## src/design/ilist_pkg.sv

```systemverilog
// Shared types and constants for the indexed list block.
// Used by ilist_cell and indexed_list_insert_delete_top; depends on nothing.
package ilist_pkg;

   localparam int ACT_W   = 3;
   localparam int POS_W   = 10;
   localparam int DATA_W  = 32;
   localparam int STAT_W  = 2;
   localparam int COUNT_W = 7;

   typedef enum logic [ACT_W-1:0] {
      ACT_READ   = 3'd0,
      ACT_FRONT  = 3'd1,
      ACT_BACK   = 3'd2,
      ACT_AT     = 3'd3,
      ACT_DELETE = 3'd4
   } action_type;

   typedef enum logic [STAT_W-1:0] {
      ST_DONE    = 2'd0,
      ST_INVALID = 2'd1,
      ST_FULL    = 2'd2
   } status_type;

   typedef enum logic [1:0] {
      OP_HOLD   = 2'd0,
      OP_INSERT = 2'd1,
      OP_DELETE = 2'd2
   } cell_op_type;

   // Command broadcast to every cell of the row.
   typedef struct packed {
      cell_op_type              op;
      logic [POS_W-1:0]         pos;
      logic signed [DATA_W-1:0] value;
   } cell_ctrl_type;

endpackage

```

## src/design/ilist_cell.sv

```systemverilog
// One storage cell of the list row: holds the entry at a fixed position.
// Depends on ilist_pkg for the command struct and data width.
module ilist_cell
   import ilist_pkg::*;
#(
   parameter int Index = 0
) (
   input  logic                     clock,
   input  cell_ctrl_type            ctrl,
   input  logic signed [DATA_W-1:0] left_value,
   input  logic signed [DATA_W-1:0] right_value,
   output logic signed [DATA_W-1:0] value,
   output logic signed [DATA_W-1:0] hit_value
);

   localparam logic [POS_W-1:0] MY_POS = POS_W'(Index);

   logic signed [DATA_W-1:0] value_ff, value_in;
   logic signed [DATA_W-1:0] hit_ff, hit_in;

   always_comb begin
      value_in = value_ff;
      case (ctrl.op)
         OP_INSERT: begin
            // Entries behind the insertion point move one place back.
            if (MY_POS > ctrl.pos) begin
               value_in = left_value;
            end else if (MY_POS == ctrl.pos) begin
               value_in = ctrl.value;
            end
         end
         OP_DELETE: begin
            // Entries from the deleted place on move one place forward.
            if (MY_POS >= ctrl.pos) begin
               value_in = right_value;
            end
         end
         default: value_in = value_ff;
      endcase
      hit_in = (MY_POS == ctrl.pos) ? value_ff : '0;
   end

   always_ff @(posedge clock) begin
      value_ff <= value_in;
      hit_ff   <= hit_in;
   end

   assign value     = value_ff;
   assign hit_value = hit_ff;

endmodule

```

## config.mk

```make
export PLATFORM = sky130hd
export DESIGN_NAME = ilist_cell
export DESIGN_NICKNAME = d
export VERILOG_FILES = /design/src/design/ilist_pkg.sv /design/src/design/ilist_cell.sv
export SDC_FILE = /design/constraint.sdc
export NUM_CORES = 1
export LEC_CHECK = 0
export BUFFER_PORTS_ARGS = -buffer_cell sky130_fd_sc_hd__buf_2
export CAP_MARGIN = 20
export CORE_ASPECT_RATIO = 1.75
export CORE_UTILIZATION = 42
export DETAILED_ROUTE_END_ITERATION = 16
export PLACE_DENSITY = 0.78
export SETUP_SLACK_MARGIN = 0.4
export SYNTH_ARGS = -nofsm -noshare
export SYNTH_HDL_FRONTEND = slang
export SYNTH_SLANG_ARGS = --single-unit
```

## constraint.sdc

```tcl
create_clock -name clock -period 7.05 [get_ports clock]
set_input_delay 1.41 -clock clock [delete_from_list [all_inputs] [get_ports clock]]
set_output_delay 1.41 -clock clock [all_outputs]
set_load 0.01 [all_outputs]
```

==> impl_metrics.env, run 1 <==
export IMPL_status="finished clean"
export IMPL_clk_path_buf_depth=2
export IMPL_antenna_left=0
export IMPL_synth_compound_area_share_pct=0
export IMPL_antenna_found_initial=0
export IMPL_finalNonFillerCells=402
export IMPL_rows=37
export IMPL_r2r_slack_ns=6.21
export IMPL_maxCapViolCount=0
export IMPL_cts_resized=0
export IMPL_slew_headroom_pct=33.9
export IMPL_cp_required_ns=7.05
export IMPL_yosysSeqAreaShare_pct=60.7
export IMPL_core_um2=5970
export IMPL_synthAdderAreaFrac_pct=0
export IMPL_holdWs_ns=0.533
export IMPL_regArea_um2=1600
export IMPL_crit_arrival_ns=3.39
export IMPL_wl_mm=5.47
export IMPL_p_per_area_nw_per_um2=219
export IMPL_cts_max_level=3
export IMPL_slew_viol_final=0
export IMPL_layout_setup_ws_ns=3.67
export IMPL_syn_to_final_growth_pct=34.7
export IMPL_power_total_uw=778
export IMPL_synthSimpleGateAreaFrac_pct=16.1
export IMPL_die_y_um=107
export IMPL_num_vias=1860
export IMPL_pre_cts_slack_ns=3.31
export IMPL_syn_inst=182
export IMPL_worst_pin_slew_ns=0.991
export IMPL_crit_type="input port to flop"
export IMPL_cts_hold_buffers_added=0
export IMPL_path_cells="buf_2 -> or4_2 -> nor4_2 -> buf_4"
export IMPL_critPathMaxFanout=33
export IMPL_synthMuxAreaShare_pct=13.6
export IMPL_syn_area_um2=2640
export IMPL_numCtsBuffers=9
export IMPL_gr_total_overflow=0
export IMPL_antenna_cells=0
export IMPL_root_buffer="clkbuf_8"
export IMPL_ys_seq_elements=64
export IMPL_fp_dieW_um=61.9
export IMPL_grt_pass1_vias=1944
export IMPL_wl_per_cell_um=13.6
export IMPL_finClkSkew_ns=0.00951
export IMPL_max_freq_mhz=296
export IMPL_rsz0062_at_grt="false"
export IMPL_dieArea_um2=6620
export IMPL_n_fill_cell=494
export IMPL_grt_pass1_wl_mm=8.33
export IMPL_synth_warnings=0
export IMPL_multi_input_area_um2=810
export IMPL_setup_viol=0
export IMPL_drc=0
export IMPL_synth_area_per_cell_um2=14.5
export IMPL_syn_num_nets=291
export IMPL_ir_worst_vdd_mv=0.200
export IMPL_post_cts_buffers=0
export IMPL_ys_types=16
export IMPL_hold_viol=0
export IMPL_post_place_cells=386
export IMPL_track_usage_pct=17.6
export IMPL_min_delay_path_class="flop to flop"
export IMPL_synth_top_family_by_area="simple AND/OR/NAND/NOR gates"
export IMPL_fin_crit_sh_pct=48.0
export IMPL_tns_ns=0
export IMPL_clkLatencyLatePin_ns=0.33
export IMPL_fin_crit_ns=3.38
export IMPL_power_leakage_nw=1.58
export IMPL_slowest_delay_ns=1.12
export IMPL_layout_drive_gt1_share_pct=67.3
export IMPL_hpwl_mm=3.92
export IMPL_avgViaCountPerCell=4.63
export IMPL_clock_sinks=64
export IMPL_critPathLaunchType="input port"
export IMPL_io_buffers=140
export IMPL_drt_iter0_drc=71
export IMPL_nets=428
export IMPL_io_pins=173
export IMPL_end_kind="flop"
export IMPL_cp_slowest_cell="or4_2"
export IMPL_grt_max_degree=34
export IMPL_clkTransAtPathRegs_ns=0.07
export IMPL_cts_tree="built"
export IMPL_dr_pass1_iters=4
export IMPL_place_gp_congestion=0.698
export IMPL_yosys_area_share_xor_xnor_pct=0.332
export IMPL_initial_core_util_pct=44.2
## flip-flops by register name, summed over array words and instances (netlist names)
| name | flops |
|---|---|
| hit_value | 32 |
| value | 32 |
## worst max-delay path: cells and delay by family
| family | cells | cell delay [ns] |
|---|---|---|
| buffers and inverters | 2 | 0.43 |
| and+or+nand+nor | 2 | 1.53 |
## power breakdown
group,leakage [nW],switching [mW],internal (mW)
clock,0.104,0.135,0.199
combinational,0.927,0.0226,0.0290
sequential,0.545,0.0000757,0.392
## metal layers
layer	GRT usage, %	wire, µm	share of wire (%)
met1	16.7	1930	35
met3	7.84	501	9.2
met2	30.2	2950	54
met4	8.89	87	1.6
met5	0	0	0
## path summary, 6_finish.rpt
path         startpoint       endpoint  depth (start not counted)
max            ctrl[37]      value[24]                          4
min           value[15]  hit_value[15]                          2
max reg2reg    value[0]   hit_value[0]                          2
min reg2reg   value[15]  hit_value[15]                          2
## final cells by class
| cell class | count | area share [%] |
|---|---|---|
| Tap cell | 78 | 2.74 |
| Timing Repair Buffer | 142 | 20.1 |
| Clock buffer | 11 | 3.69 |
| Clock inverter | 5 | 2.29 |
| Sequential cell | 64 | 45.0 |
| Inverter | 32 | 3.38 |
| Multi-Input combinational cell | 70 | 22.8 |
## per-stage QoR
step                      util (%)  area (µm²)
final                         59.6        3560
after global routing          59.6        3560
after CTS                     59.6        3560
after detailed placement      56.0        3340
after global placement        56.0        3340
after floorplan                  -        2640
## logic make-up (layout without fill, tap and decap cells)
kind of cell | after synthesis | after routing
XOR/XNOR | 1 | 1
buffers and inverters | 48 | 190
flip-flops | 64 | 64
multiplexers | 32 | 32
AND/OR/NAND/NOR | 37 | 37
## synthesized netlist by cell type
cell | number | area [µm²]
buf_12 | 3 | 60.1
buf_2 | 6 | 30.0
buf_6 | 1 | 11.3
clkbuf_1 | 6 | 22.5
dfxtp_1 | 32 | 641
edfxtp_1 | 32 | 961
inv_1 | 32 | 120
mux2_1 | 5 | 56.3
mux2_2 | 27 | 304
nor2b_1 | 1 | 6.26
nor4_1 | 3 | 18.8
nor4_2 | 30 | 375
or2_2 | 1 | 6.26
or4_1 | 1 | 7.51
or4_4 | 1 | 11.3
xnor2_1 | 1 | 8.76
## cell usage in the layout, fill, tap and decap left out
cell type,count
buf_2,140
inv_1,32
dfxtp_1,32
edfxtp_1,32
nor4_2,31
mux2_2,27
clkbuf_8,9
mux2_1,5
nor4_1,2
clkbuf_1,2
bufinv_16,2
buf_4,2
nor2b_4,1
or2_2,1
or4_4,1
or4_2,1
xnor2_1,1
clkinvlp_4,1
clkinv_2,1
clkinv_4,1
Note: power is estimated with default switching activity, not from simulation.
==> inputs of run 2 (changes only) <==
--- a/config.mk
+++ b/config.mk
@@ -8,9 +8,9 @@
 export BUFFER_PORTS_ARGS = -buffer_cell sky130_fd_sc_hd__buf_2
 export CAP_MARGIN = 20
 export CORE_ASPECT_RATIO = 1.75
-export CORE_UTILIZATION = 42
+export CORE_UTILIZATION = 38
 export DETAILED_ROUTE_END_ITERATION = 16
-export PLACE_DENSITY = 0.78
+export PLACE_DENSITY = 0.74
 export SETUP_SLACK_MARGIN = 0.4
 export SYNTH_ARGS = -nofsm -noshare
 export SYNTH_HDL_FRONTEND = slang
==> constraint.sdc (replaced) <==
create_clock -name clock -period 3 [get_ports clock]
set_input_delay 0.6 -clock clock [delete_from_list [all_inputs] [get_ports clock]]
set_output_delay 0.6 -clock clock [all_outputs]
set_load 0.01 [all_outputs]
==> run 2 against run 1 <==
  * Clock power increased to 2.7 times the previous value
  * First-iteration DRC count down 17%
  * Count of clock-buffer cells in the layout increased by 3
  * Via count increased by 1.9%
  * Sequential cell count did not move
  * Final cell count rose by 1.5%
  * Core utilization down 4.7 points
  * Power rose to 2.5 times the previous value
  * Register-to-register slack worse by 4.0 ns
  * Largest cell class unchanged
  * Largest power group unchanged
==> impl_metrics.env, run 2 (synthesized netlist as in run 1, its figures left out) <==
export IMPL_r2r_slack_ns=2.22
export IMPL_max_freq_mhz=477
export IMPL_fp_dieW_um=65.0
export IMPL_power_total_mw=1.96
export IMPL_cts_tree="built"
export IMPL_holdPathStages=2
export IMPL_clkLatencyLatePin_ns=0.32
export IMPL_wl_mm=5.70
export IMPL_fin_crit_sh_pct=69.8
export IMPL_grt_pass1_vias=1931
export IMPL_rows=39
export IMPL_regToRegEndpoint="hit_value[23]"
export IMPL_gr_total_overflow=0
export IMPL_tns_ns=0
export IMPL_status="finished clean"
export IMPL_critPathMaxFanout=32
export IMPL_slew_headroom_pct=64.9
export IMPL_min_to="hit_value[31]"
export IMPL_avgViaCountPerCell=4.64
export IMPL_fin_crit_ns=2.09
export IMPL_cts_resized=0
export IMPL_core_um2=6640
export IMPL_finClkSkew_ns=0.00530
export IMPL_wl_per_cell_um=14.0
export IMPL_p_per_area_nw_per_um2=538
export IMPL_rsz0062_at_grt="false"
export IMPL_drt_iter0_drc=59
export IMPL_post_cts_buffers=0
export IMPL_numCtsBuffers=9
export IMPL_drc=0
export IMPL_io_pins=173
export IMPL_maxCapViolCount=0
export IMPL_antenna_found_initial=0
export IMPL_critPathLaunchType="input port"
export IMPL_end_kind="flop"
export IMPL_worstRegToRegCells=2
export IMPL_track_usage_pct=16.8
export IMPL_antenna_left=0
export IMPL_final_common_cell="buf_2"
export IMPL_slew_viol_final=0
export IMPL_place_gp_congestion=0.705
export IMPL_num_vias=1895
export IMPL_n_fill_cell=585
export IMPL_syn_to_final_growth_pct=37.9
export IMPL_crit_type="input port to flop"
export IMPL_power_leakage_nw=1.62
export IMPL_setup_viol=0
export IMPL_cts_hold_buffers_added=0
export IMPL_initial_core_util_pct=39.8
export IMPL_worst_pin_slew_ns=0.526
export IMPL_layout_drive_gt1_share_pct=66.9
export IMPL_nets=431
export IMPL_clkTransAtPathRegs_ns=0.05
export IMPL_regToRegStartpoint="value[23]"
export IMPL_ir_worst_vdd_mv=0.340
export IMPL_hold_viol=0
export IMPL_clk_path_buf_depth=2
export IMPL_dieArea_um2=7300
export IMPL_final_area_um2=3640
export IMPL_cts_max_level=3
export IMPL_io_buffers=140
export IMPL_placed_area_um2=3380
export IMPL_crit_arrival_ns=2.07
export IMPL_grt_max_degree=33
export IMPL_cp_required_ns=2.97
export IMPL_clock_sinks=64
export IMPL_grt_pass1_wl_mm=8.87
export IMPL_min_delay_path_class="flop to flop"
export IMPL_multi_input_area_um2=818
export IMPL_regArea_um2=1600
export IMPL_holdCritStartpoint="value[31]"
export IMPL_root_buffer="clkbuf_16"
export IMPL_hpwl_mm=4.13
export IMPL_antenna_cells=0
export IMPL_final_cell_mix="140 x buf_2, 32 x inv_1, 32 x dfxtp_1, 32 x edfxtp_1, 30 x nor4_2"
export IMPL_dr_pass1_iters=4
export IMPL_die_y_um=112
-- run 2: changes by cell type in the layout (fill, tap and decap cells not counted), sizes merged --
cell	delta
clkinvlp	-1
buf	+3
clkinv	-1
clkbuf	+3
bufinv	-2
-- run 2: power by group --
| part | switching (mW) | internal (mW) |
|---|---|---|
| clock network | 0.334 | 0.575 |
| registers | 0.000196 | 0.923 |
| logic | 0.0550 | 0.0708 |
-- run 2: per-layer routing --
layer / wire length [µm] / share of wire [%] / track usage [%]
met1: 2180 / 38 / 17.4
met2: 3020 / 53 / 29.2
met3: 366 / 6.4 / 5.18
met4: 129 / 2.3 / 9.33
met5: 0 / 0 / 0
-- run 2: cell type report --
class	instances	share of cell area, %
well taps	82	2.82
clock buffers	14	6.98
flip-flops and latches	64	44.0
multi-input cells	70	22.5
repair buffers	145	20.3
clock inverters	1	0.138
inverters	32	3.30
-- run 2: worst max path at each step --
stage,startpoint,endpoint,slack (ns),cells past startpoint
after CTS,ctrl[37],value[16],0.90,4
after global placement,ctrl[37],value[0],0.57,4
after global routing,ctrl[37],value[13],0.84,4
after floorplan,ctrl[37],value[0],0.20,3
after detailed placement,ctrl[37],value[11],0.56,4
final,ctrl[37],value[16],0.91,4
-- run 2: critical path, cell delays in order --
cell and delay [ns]:
buf_2 0.09, or4_2 0.72, nor4_4 0.23, buf_4 0.42
-- run 2: metrics by stage --
step | setup slack, ns | hold WS (ns) | util, % | instances
final | 0.905 | 0.526 | 54.8 | 408
after global routing | 0.841 | 0.548 | 54.8 | 408
after CTS | 0.902 | 0.528 | 54.8 | 408
after detailed placement | 0.557 | 0.524 | 50.9 | 393
after global placement | 0.571 | 0.510 | 50.9 | 393
after floorplan | 0.204 | 0.578 | - | 182
